==> src/design/brrd_pkg.sv <==
// Shared types and constants for the raster run-length row decoder.
// Used by the result queue and the top level; no dependencies.
package brrd_pkg;

    // Clamp limits applied to the configured image size
    localparam logic [14:0] MAX_WIDTH  = 15'd16384;
    localparam logic [14:0] MAX_HEIGHT = 15'd16384;

    // Longest row-number varint, in bytes
    localparam logic [2:0] ROW_VARINT_MAX = 3'd6;

    // Configuration register indexes
    localparam logic [1:0] CFG_WIDTH  = 2'd0;
    localparam logic [1:0] CFG_HEIGHT = 2'd1;
    localparam logic [1:0] CFG_DEPTH  = 2'd2;

    // Result kinds
    localparam logic KIND_RUN    = 1'b0;
    localparam logic KIND_STATUS = 1'b1;

    // Final status codes
    localparam logic [1:0] ST_OK        = 2'd0;
    localparam logic [1:0] ST_TRUNC_RUN = 2'd1;
    localparam logic [1:0] ST_FEW_ROWS  = 2'd2;

    // One result transaction
    typedef struct packed {
        logic        kind;
        logic [13:0] row;
        logic [13:0] xs;
        logic [14:0] len;
        logic [6:0]  color;
        logic [1:0]  status;
        logic [14:0] rows;
        logic        last;
    } result_t;

endpackage

==> src/design/brrd_out_queue.sv <==
// Three-entry result queue between the decoder and the output channel.
// Takes up to two results a cycle, shows one at its head. Uses brrd_pkg.
module brrd_out_queue
    import brrd_pkg::*;
(
    input  logic         clk,
    input  logic         rst_n,
    input  logic [1:0]   push_n,
    input  result_t      push_d0,
    input  result_t      push_d1,
    output logic         near_full,
    output logic         head_valid,
    output result_t      head,
    input  logic         head_stall
);

    result_t     q_reg [3];
    result_t     q_next [3];
    logic [1:0]  count_reg;
    logic [1:0]  count_next;
    logic [1:0]  cnt_after;
    logic        pop;

    assign head_valid = (count_reg != 2'd0);
    assign head       = q_reg[0];
    assign pop        = head_valid && !head_stall;
    // Fewer than two free entries: no new byte may be taken
    assign near_full  = (count_reg > 2'd1);

    // Shift down on pop, then append new results behind the survivors
    always_comb
    begin
        cnt_after = count_reg - {1'b0, pop};
        for (int i = 0; i < 3; i++)
        begin
            if (pop && i < 2)
                q_next[i] = q_reg[i + 1];
            else
                q_next[i] = q_reg[i];
            if (push_n != 2'd0 && 2'(i) == cnt_after)
                q_next[i] = push_d0;
            if (push_n == 2'd2 && 2'(i) == cnt_after + 2'd1)
                q_next[i] = push_d1;
        end
        count_next = cnt_after + push_n;
    end

    always_ff @(posedge clk)
    begin
        q_reg <= q_next;
    end

    always_ff @(posedge clk or negedge rst_n)
    begin
        if (!rst_n)
            count_reg <= 2'd0;
        else
            count_reg <= count_next;
    end

    // No overflow: pushes only land in free entries
    a_no_overflow: assert property (@(posedge clk) disable iff (!rst_n)
        (3'(count_reg) - 3'(pop) + 3'(push_n)) <= 3'd3)
        else $error("result queue overflow");

    // No double push while fewer than two entries are free
    a_push_room: assert property (@(posedge clk) disable iff (!rst_n)
        (push_n == 2'd2) |-> (count_reg <= 2'd1))
        else $error("double push without room");

    // Two or more held results always hold off the input
    a_full_stalls: assert property (@(posedge clk) disable iff (!rst_n)
        (count_reg >= 2'd2) |-> near_full)
        else $error("input not stalled with queue near full");

endmodule

==> src/design/bsb_raster_rle_row_decoder_unit.sv <==
// Run-length raster row decoder: one raster byte in, run descriptors and a
// final status out. Uses brrd_pkg and brrd_out_queue.
// Results are registered in the result queue before they reach the output.
// Throughput: one byte per cycle; the three-entry result queue stalls input
// only while it holds two or more results (one byte can cause two).
// Reset: asynchronous, active low; decoder returns to expecting the depth byte,
// registers to width 1, height 1, depth 7; queue empties.
module bsb_raster_rle_row_decoder_unit
    import brrd_pkg::*;
(
    input  logic         clk,
    input  logic         rst_n,
    // configuration
    input  logic         cfg_write,
    input  logic [1:0]   cfg_index,
    input  logic [14:0]  cfg_data,
    // byte input
    input  logic         in_valid,
    output logic         in_stall,
    input  logic [7:0]   data_byte,
    input  logic         end_of_stream,
    // result output
    output logic         out_valid,
    input  logic         out_stall,
    output logic         result_kind,
    output logic [13:0]  row_index,
    output logic [13:0]  x_start,
    output logic [14:0]  run_length,
    output logic [6:0]   pixel_color,
    output logic [1:0]   decode_status,
    output logic [14:0]  rows_done,
    output logic         last_of_item
);

    typedef enum logic [2:0] {
        PH_DEPTH,
        PH_ROWNUM,
        PH_RUN,
        PH_CONT,
        PH_SKIP,
        PH_DONE
    } phase_t;

    // configuration registers
    logic [14:0] width_reg;
    logic [14:0] height_reg;
    logic [2:0]  hdr_depth_reg;

    // decoder state
    phase_t      phase_reg, phase_next;
    logic [2:0]  depth_reg, depth_next;
    logic [31:0] row_acc_reg, row_acc_next;
    logic [2:0]  vbytes_reg, vbytes_next;
    logic [14:0] cur_row_reg, cur_row_next;
    logic [14:0] x_reg, x_next;
    logic [31:0] run_acc_reg, run_acc_next;
    logic [6:0]  color_reg, color_next;
    logic [14:0] rows_reg, rows_next;

    // datapath
    logic        in_acc;
    logic [14:0] eff_w, eff_h;
    logic [2:0]  cnt_width;
    logic [7:0]  cnt_sel;
    logic [7:0]  col_sel;
    logic [6:0]  byte_color;
    logic        do_finish;
    logic [31:0] fin_acc;
    logic [6:0]  fin_color;
    logic [14:0] avail;
    logic [14:0] len;
    logic [14:0] x_end;
    logic        emit_run;
    logic [31:0] row_shift;
    logic [2:0]  vb_inc;
    logic [14:0] rows_inc;
    logic [14:0] rows_fin;
    logic [14:0] need;
    logic [1:0]  status;

    result_t     run_res, stat_res, push_d0;
    logic [1:0]  push_n;
    logic        near_full;
    result_t     head;

    assign in_acc   = in_valid && !in_stall;
    assign in_stall = near_full;

    // Effective size and field split for the active depth
    assign eff_w      = (width_reg > MAX_WIDTH) ? MAX_WIDTH : width_reg;
    assign eff_h      = (height_reg > MAX_HEIGHT) ? MAX_HEIGHT : height_reg;
    assign cnt_width  = 3'd7 - depth_reg;
    assign cnt_sel    = (8'd1 << cnt_width) - 8'd1;
    assign col_sel    = (8'd1 << depth_reg) - 8'd1;
    assign byte_color = 7'((data_byte >> cnt_width) & col_sel);
    assign row_shift  = {row_acc_reg[24:0], data_byte[6:0]};
    assign vb_inc     = vbytes_reg + 3'd1;
    assign rows_inc   = rows_reg + 15'd1;
    assign need       = (eff_h < 15'd2) ? eff_h : 15'd2;

    // Run completion: clip to row end
    always_comb
    begin
        do_finish = 1'b0;
        fin_acc   = run_acc_reg;
        fin_color = color_reg;
        if (phase_reg == PH_RUN)
        begin
            do_finish = (data_byte != 8'd0) && !data_byte[7];
            fin_acc   = {24'd0, data_byte & cnt_sel};
            fin_color = byte_color;
        end
        else if (phase_reg == PH_CONT)
        begin
            do_finish = !data_byte[7];
            fin_acc   = {run_acc_reg[24:0], data_byte[6:0]};
        end
        avail    = (x_reg >= eff_w) ? 15'd0 : (eff_w - x_reg);
        len      = (fin_acc >= {17'd0, avail}) ? avail : (fin_acc[14:0] + 15'd1);
        x_end    = x_reg + len;
        emit_run = do_finish && (cur_row_reg < eff_h) && (len != 15'd0);
    end

    // Per-byte state update
    always_comb
    begin
        phase_next   = phase_reg;
        depth_next   = depth_reg;
        row_acc_next = row_acc_reg;
        vbytes_next  = vbytes_reg;
        cur_row_next = cur_row_reg;
        x_next       = x_reg;
        run_acc_next = run_acc_reg;
        color_next   = color_reg;
        rows_next    = rows_reg;

        case (phase_reg)
            PH_DEPTH:
            begin
                depth_next   = (data_byte inside {[8'd1:8'd7]}) ? data_byte[2:0]
                                                                : hdr_depth_reg;
                row_acc_next = 32'd0;
                vbytes_next  = 3'd0;
                phase_next   = (rows_reg >= eff_h) ? PH_DONE : PH_ROWNUM;
            end
            PH_ROWNUM:
            begin
                row_acc_next = row_shift;
                vbytes_next  = vb_inc;
                if (!data_byte[7])
                begin
                    if (row_shift == 32'd0 || {1'b0, row_shift} > {18'd0, eff_h} + 33'd1)
                        phase_next = PH_DONE;
                    else
                    begin
                        cur_row_next = 15'(row_shift - 32'd1);
                        x_next       = 15'd0;
                        phase_next   = PH_RUN;
                    end
                end
                else if (vb_inc >= ROW_VARINT_MAX)
                    phase_next = PH_DONE;
            end
            PH_RUN, PH_CONT, PH_SKIP:
            begin
                if (phase_reg != PH_CONT && data_byte == 8'd0)
                begin
                    // end of row
                    rows_next    = rows_inc;
                    row_acc_next = 32'd0;
                    vbytes_next  = 3'd0;
                    phase_next   = (rows_inc >= eff_h) ? PH_DONE : PH_ROWNUM;
                end
                else if (phase_reg != PH_SKIP)
                begin
                    run_acc_next = fin_acc;
                    color_next   = fin_color;
                    if (do_finish)
                    begin
                        x_next     = x_end;
                        phase_next = (x_end >= eff_w) ? PH_SKIP : PH_RUN;
                    end
                    else
                        phase_next = PH_CONT;
                end
            end
            default:
            begin
            end
        endcase
    end

    // Final status on the last byte
    always_comb
    begin
        rows_fin = rows_next;
        if (phase_next == PH_RUN || phase_next == PH_SKIP)
            rows_fin = rows_next + 15'd1;
        if (phase_next == PH_CONT)
            status = ST_TRUNC_RUN;
        else if (rows_fin < need)
            status = ST_FEW_ROWS;
        else
            status = ST_OK;
    end

    // Result assembly
    always_comb
    begin
        run_res        = '0;
        run_res.kind   = KIND_RUN;
        run_res.row    = cur_row_reg[13:0];
        run_res.xs     = x_reg[13:0];
        run_res.len    = len;
        run_res.color  = fin_color;
        run_res.last   = !end_of_stream;

        stat_res        = '0;
        stat_res.kind   = KIND_STATUS;
        stat_res.status = status;
        stat_res.rows   = rows_fin;
        stat_res.last   = 1'b1;

        push_d0 = emit_run ? run_res : stat_res;
        push_n  = 2'd0;
        if (in_acc)
            push_n = 2'({1'b0, emit_run} + {1'b0, end_of_stream});
    end

    // Configuration registers
    always_ff @(posedge clk or negedge rst_n)
    begin
        if (!rst_n)
        begin
            width_reg     <= 15'd1;
            height_reg    <= 15'd1;
            hdr_depth_reg <= 3'd7;
        end
        else if (cfg_write)
        begin
            case (cfg_index)
                CFG_WIDTH:  width_reg     <= cfg_data;
                CFG_HEIGHT: height_reg    <= cfg_data;
                CFG_DEPTH:  hdr_depth_reg <= cfg_data[2:0];
                default:
                begin
                end
            endcase
        end
    end

    // Decoder state; the last byte returns everything to reset
    always_ff @(posedge clk or negedge rst_n)
    begin
        if (!rst_n)
        begin
            phase_reg   <= PH_DEPTH;
            depth_reg   <= 3'd0;
            row_acc_reg <= 32'd0;
            vbytes_reg  <= 3'd0;
            cur_row_reg <= 15'd0;
            x_reg       <= 15'd0;
            run_acc_reg <= 32'd0;
            color_reg   <= 7'd0;
            rows_reg    <= 15'd0;
        end
        else if (in_acc)
        begin
            if (end_of_stream)
            begin
                phase_reg   <= PH_DEPTH;
                depth_reg   <= 3'd0;
                row_acc_reg <= 32'd0;
                vbytes_reg  <= 3'd0;
                cur_row_reg <= 15'd0;
                x_reg       <= 15'd0;
                run_acc_reg <= 32'd0;
                color_reg   <= 7'd0;
                rows_reg    <= 15'd0;
            end
            else
            begin
                phase_reg   <= phase_next;
                depth_reg   <= depth_next;
                row_acc_reg <= row_acc_next;
                vbytes_reg  <= vbytes_next;
                cur_row_reg <= cur_row_next;
                x_reg       <= x_next;
                run_acc_reg <= run_acc_next;
                color_reg   <= color_next;
                rows_reg    <= rows_next;
            end
        end
    end

    brrd_out_queue u_queue (
        .clk        (clk),
        .rst_n      (rst_n),
        .push_n     (push_n),
        .push_d0    (push_d0),
        .push_d1    (stat_res),
        .near_full  (near_full),
        .head_valid (out_valid),
        .head       (head),
        .head_stall (out_stall)
    );

    assign result_kind   = head.kind;
    assign row_index     = head.row;
    assign x_start       = head.xs;
    assign run_length    = head.len;
    assign pixel_color   = head.color;
    assign decode_status = head.status;
    assign rows_done     = head.rows;
    assign last_of_item  = head.last;

    // Last byte of a section leaves the decoder waiting for a depth byte
    a_eos_clears: assert property (@(posedge clk) disable iff (!rst_n)
        (in_acc && end_of_stream) |=> (phase_reg == PH_DEPTH && rows_reg == 15'd0))
        else $error("state not cleared after end of stream");

    // Two results from one byte only when it ends the stream
    a_two_needs_eos: assert property (@(posedge clk) disable iff (!rst_n)
        (push_n == 2'd2) |-> (in_acc && end_of_stream && emit_run))
        else $error("two results without end of stream");

    // A stalled result transaction holds still
    a_out_hold: assert property (@(posedge clk) disable iff (!rst_n)
        (out_valid && out_stall) |=> (out_valid && $stable(head)))
        else $error("stalled result changed");

endmodule

==> config.mk <==
export PLATFORM = sky130hd
export DESIGN_NAME = bsb_raster_rle_row_decoder_unit
export DESIGN_NICKNAME = d
export VERILOG_FILES = /design/src/design/brrd_pkg.sv /design/src/design/brrd_out_queue.sv /design/src/design/bsb_raster_rle_row_decoder_unit.sv
export SDC_FILE = /design/constraint.sdc
export NUM_CORES = 1
export LEC_CHECK = 0
export BUFFER_PORTS_ARGS = -buffer_cell sky130_fd_sc_hd__buf_2
export CORE_UTILIZATION = 30
export DETAILED_ROUTE_END_ITERATION = 10
export GPL_ROUTABILITY_DRIVEN = 0
export GPL_TIMING_DRIVEN = 0
export MAX_ROUTING_LAYER = met4
export PLACE_DENSITY = 0.49
export SLEW_MARGIN = 20
export SYNTH_ARGS = -nofsm -noshare
export SYNTH_HDL_FRONTEND = slang
export SYNTH_SLANG_ARGS = --single-unit
==> constraint.sdc <==
create_clock -name clk -period 7.62 [get_ports clk]
set_input_delay 1.524 -clock clk [delete_from_list [all_inputs] [get_ports clk]]
set_output_delay 1.524 -clock clk [all_outputs]
set_load 0.02 [all_outputs]
======== After elaboration in Yosys (flattened, before gate mapping) ========
Index checks and enable logic that the tools add are counted.
cells by class
  bitwise gates (word level) .............. 2
  add/subtract/negate cells ............... 15
  multiplexer cells ....................... 65
  shifts and indexed selects .............. 3
  reductions and logical operators ........ 49
  order comparisons ....................... 15
  equal/unequal tests ..................... 25
operators with widths
  cell                                                   number
  2-to-1 mux 69 bit                                      5
  2-to-1 mux 15 bit                                      19
  2-to-1 mux 32 bit                                      6
  case mux 25 bit (3 select lines)                       1
  2-to-1 mux 18 bit                                      4
  >= comparator 15 bit                                   4
  2-to-1 mux 25 bit                                      2
  adder 15 x 1 -> 15 bit, second input constant          3
  2-to-1 mux 3 bit                                       15
  2-to-1 mux 7 bit                                       5
  >= comparator 32 x 15 -> 1 bit                         1
  greater-than comparator 32 x 16 -> 1 bit               1
  logical NOT 32 bit                                     1
  greater-than comparator 15 bit, second input constant  2
  < comparator 15 bit                                    2
  case mux 15 bit (2 select lines)                       1
  != test 3 bit, second input constant                   7
  case mux 3 bit (3 select lines)                        2
  nonzero test 2 bit                                     9
  adder 15 x 1 -> 16 bit, second input constant          1
  adder 15 bit                                           1
  < comparator 15 x 2 -> 1 bit, second input constant    1
  nonzero test 15 bit                                    1
  subtractor 15 x 1 -> 15 bit, second input constant     1
  44 further kinds                                       79
word-level totals
  input port bits ......................... 31
  word-level logic and storage cells ...... 211
  bits in registers ....................... 360
  output and inout bits ................... 71

======== Logic depth before layout (Yosys ltp) ========
  depth after elaboration ................. 23
  depth in mapped cells ................... 42
  mapped depth without buffers ............ 38

======== Cells and area by module ========
Synthesis repeated with hierarchy kept, for this count alone.
second synthesis, totals
  cell total of the unflattened synthesis .. 2547
  area, all modules ....................... 24514.8 µm²
modules (own cells, without submodules)
  module                           instances  cells an instance  sequential area each (µm²)  area an instance (µm²)
  bsb_raster_rle_row_decoder_unit  1          1663               3784.9                      13475.4
  brrd_out_queue                   1          884                6266.0                      11039.3

======== Worst setup path before layout ========
OpenSTA, ideal clock, no wires.
  path kind ............................... register to register
  start point ............................. reg width_reg[14]
  end point ............................... reg u_queue.q_reg (netlist bit u_queue.head[17]) (data pin)
  stages on the path, launching flop included .. 43
  arrival time ............................ 8.075 ns
  data required time ...................... 7.362 ns
  clock period less this slack ............ 8.333 ns
  slack ................................... -0.713 ns
  path buffers ............................ 5
  setup time .............................. 0.258 ns
  cells stage by stage .................... dfrtp_1 -> inv_1 -> buf_1 -> nand2_1 -> inv_1 -> ha_1 -> nor2b_1 -> o31a_1 -> o21a_1 -> a31o_2 -> a41o_1 -> clkbuf_1 -> clkbuf_1 -> nand2_1 -> ha_1 -> o21ai_0 -> o21ai_0 -> a211oi_1 -> [... 7 more ...] -> a21o_1 -> a211oi_1 -> o211ai_1 -> a31oi_1 -> nor2b_1 -> o21a_1 -> nor2_1 -> xnor2_1 -> ha_1 -> a21o_1 -> a211oi_1 -> o21ai_0 -> o21ba_2 -> nand2b_1 -> a211o_1 -> or3_1 -> nand3_1 -> o21ai_1
RTL lines
  element                   RTL line                                source
  start: declaration        bsb_raster_rle_row_decoder_unit.sv:45   logic [14:0] width_reg;
  start signal: assignment  bsb_raster_rle_row_decoder_unit.sv:242  CFG_WIDTH: width_reg <= cfg_data;
  end signal: assignment    brrd_out_queue.sv:50                    q_reg <= q_next;
  end: declaration          brrd_out_queue.sv:17                    result_t q_reg [3];

==> results.md <==
* Total power draw at 0.00919 W
* Worst VDD drop at ~0.00022 V
* Peak Freq at ~120 MHz
* Layout cells sized above 1 at between 10% and 20%
* First-pass GRT wire length at 119000 um
* Root Buffer: clkbuf_16
* DRT iter0 DRCs at 1599
* Core Util, Final at between 30% and 40%
* Vias in the first global route at slightly below 20000
* Critical path required time at 7.95 ns
* Worst-path maximum fanout at 6
* Async S/R FF share, synth at 42.5%
* Max stage delay cell, worst path: dfstp_2
* Clock transition at path regs at about 0.06 ns
* Layout Cells excl Fill at 3708
* Synth-to-layout area growth at 20.4%
* DIE AREA at 74600 um^2
* Max stage delay on crit path at about 0.58 ns
* Predominant post-synthesis flop cell: dfxtp_1
* Die X at 273 um
* RSZ-0062 raised after global routing: yes
* Placed cell count at roughly 3600
* Clock Tree Buf Depth at 3
* Average size of a mapped cell at 8.81 um^2
* Largest register FFs at ~140
* CTS Buf Count at 45
* Pin count of the biggest net entering global routing at 95
* Headroom to the max-slew limit at 22.5%
* WS Path Type: flip-flop to flip-flop
* Synth warn at 0
* Core Region at 72800 um^2
* Count of nets after finishing at ~2900
* Post-route ant nets at 0
* Crit path time final at 8.49 ns
* DRT Wirelength at 78500 um
* CTS tree: yes
* Tightest Pin Transition at 1.16 ns
* Failing checks: negative setup slack
* Antenna violations before repair at 2
* Final WS setup at -0.868 ns
* Commonest non-fill, non-tap cells in the layout: 417 x nand2_1, 156 x dfxtp_1, 146 x dfrtp_1
* Largest area contributor in the synthesized netlist: dfrtp_1
* CP endpoint kind: flip-flop
* Crit path DAT at 8.82 ns
* Pre-CTS setup slack at -2.39 ns
* Post-CTS Hold Buffers at 0
* Remaining DRCs at 0
* Mapped Area at 22100 um^2
* Final Max Tran Viols at 0
* Synth top area share at about 17%
* Synth Instances at 2506
* Final period util at 111%
* Clock Sinks at 360
* Initial core utilization at between 30% and 40%
* Total grt overflow at 0
* #FFs+latches synth at 360
* H-tree depth at 2
* Wirelength per Cell at 21.2 um
* Overall Global Routing Usage at a little over a fifth
* Commonest non-fill, non-tap cell in the layout: nand2_1
* Die span in y at 273 um
* Clk_lat worst skew at a little over 0.6 ns
* Synth cell types at roughly 90
* Hpwl dp at roughly 60000 um
* Max-cap violations at 0
* DR vias at 19807
* I/O pin count at 102
* EDFF count, synth at ~50
* Via-to-Cell Ratio at 5.34
* Cell repeated most along the worst path: a211oi_2
* Port bufs at 100
* Final number of setup-violating endpoints at 8
* Final Hold Viols at 0
* Sequential share of the synthesized area at between 30% and 40%
* Row count at 99
* Final TNS setup at -5.84 ns
* PwrDens at 346 nW/um^2
* Crit start category: flip-flop
* Worst Skew at 0.0443 ns
* Tightest Hold Check Type: flip-flop to flip-flop
* DRT Pass-1 Iters at 5
* Status: complete, but fails checks
* P_leak at 12.3 nW
* Area contributors post-synth: dfrtp_1 17%, dfxtp_1 14%, ha_1 8.3%, nand2_1 7.3%, edfxtp_1 6.9%
[worst max-delay path: cells and delay by family (launching register included)]
| kind | cells | cell delay [ns] |
|---|---|---|
| AO/OA/AOI/OAI | 18 | 3.62 |
| XOR/XNOR | 1 | 0.15 |
| flip-flops | 1 | 0.58 |
| multiplexers | 1 | 0.33 |
| buffers and inverters | 2 | 0.22 |
| adder cells (fa/ha/maj) | 5 | 1.30 |
| AND/OR/NAND/NOR | 11 | 2.00 |
[cell usage after synthesis, types with 6 or more instances]
cell	n
nor2b_1	37
a22o_1	101
a21o_1	27
ha_1	147
nand2_1	427
o31ai_1	24
inv_1	80
a31oi_1	11
or4_1	9
xor2_1	40
nor2_1	131
o21a_1	15
nand2b_1	24
mux2_2	38
buf_4	68
nand4_1	28
and3_1	34
nand3_1	131
a211oi_1	28
nor3_1	39
dfxtp_1	156
xnor2_1	60
buf_2	17
dfrtp_1	148
or3_1	11
o211a_1	69
o21ai_0	107
nor4_1	24
o2111ai_1	7
nor3b_1	6
o211ai_1	8
or2_2	7
nor2_2	10
a311oi_1	9
o21bai_1	6
mux2i_1	39
buf_1	6
a21oi_1	90
edfxtp_1	51
clkbuf_1	127
nand3b_1	6
[per-layer routing]
layer | global-route usage [%] | wire [um] | vias up
li1 | - | - | 9351
met1 | 28.3 | 35800 | 9754
met2 | 33.3 | 36100 | 592
met3 | 3.15 | 4410 | 110
met4 | 6.78 | 2210 | 0
met5 | - | 0 | -
[worst paths after layout]
path	slack, ns	cells after the start	endpoint	start
hold / removal	0.46	2	u_queue.q_reg[36]	u_queue.q_reg[36]
setup reg to reg	-0.87	38	u_queue.head[17]	width_reg[0]
hold reg to reg	0.46	2	u_queue.q_reg[36]	u_queue.q_reg[36]
min in group asynchronous	0.86	1	rows_reg[1]	rst_n
max in group asynchronous	5.87	2	x_reg[4]	rst_n
setup / recovery	-0.87	38	u_queue.head[17]	width_reg[0]
[power by group]
part           total [W]  internal [W]  switching [W]
Clock            0.00238       0.00146       0.000919
Sequential       0.00278       0.00242       0.000359
Combinational    0.00403       0.00162        0.00242
[kinds of logic (layout without fill, tap and decap cells)]
group	Yosys count	in the layout	synth area share [%]
xor gates and xnor gates	100	100	3.97
buffers and inverters	303	532	6.48
muxes	77	77	3.71
adders and majority gates	149	149	8.52
AOI/OAI and AO/OA	565	565	18.7
DFF	360	360	38.5
other	1	15	0.0170
and+or+nand+nor	951	951	20.1
[what timing repair did]
item	CTS	global route
setup buffers	27	18
pin swaps	36	32
hold endpoints to repair	0	0
endpoints found under the setup margin	257	254
gates cloned	1	0
resized for setup	92	60
[cell type report]
cell class	instances	area, um^2
fillers	7424	46300
well taps	959	1200
repair buffers	150	926
flip-flops and latches	360	8490
clock buffers	67	1410
inverters	82	312
multi-input cells	1856	12800
diodes	1	2.50
clock inverters	16	250
plain buffers	217	1210
[per-stage QoR]
step | hold WS [ns] | cell area (um^2)
final | 0.458 | 26600
after detailed placement | 0.443 | 24100
after floorplan | 0.425 | 22300
after global routing | 0.499 | 26600
after global placement | 0.442 | 24000
after CTS | 0.458 | 26300
Note: power is estimated with default switching activity, not from simulation.
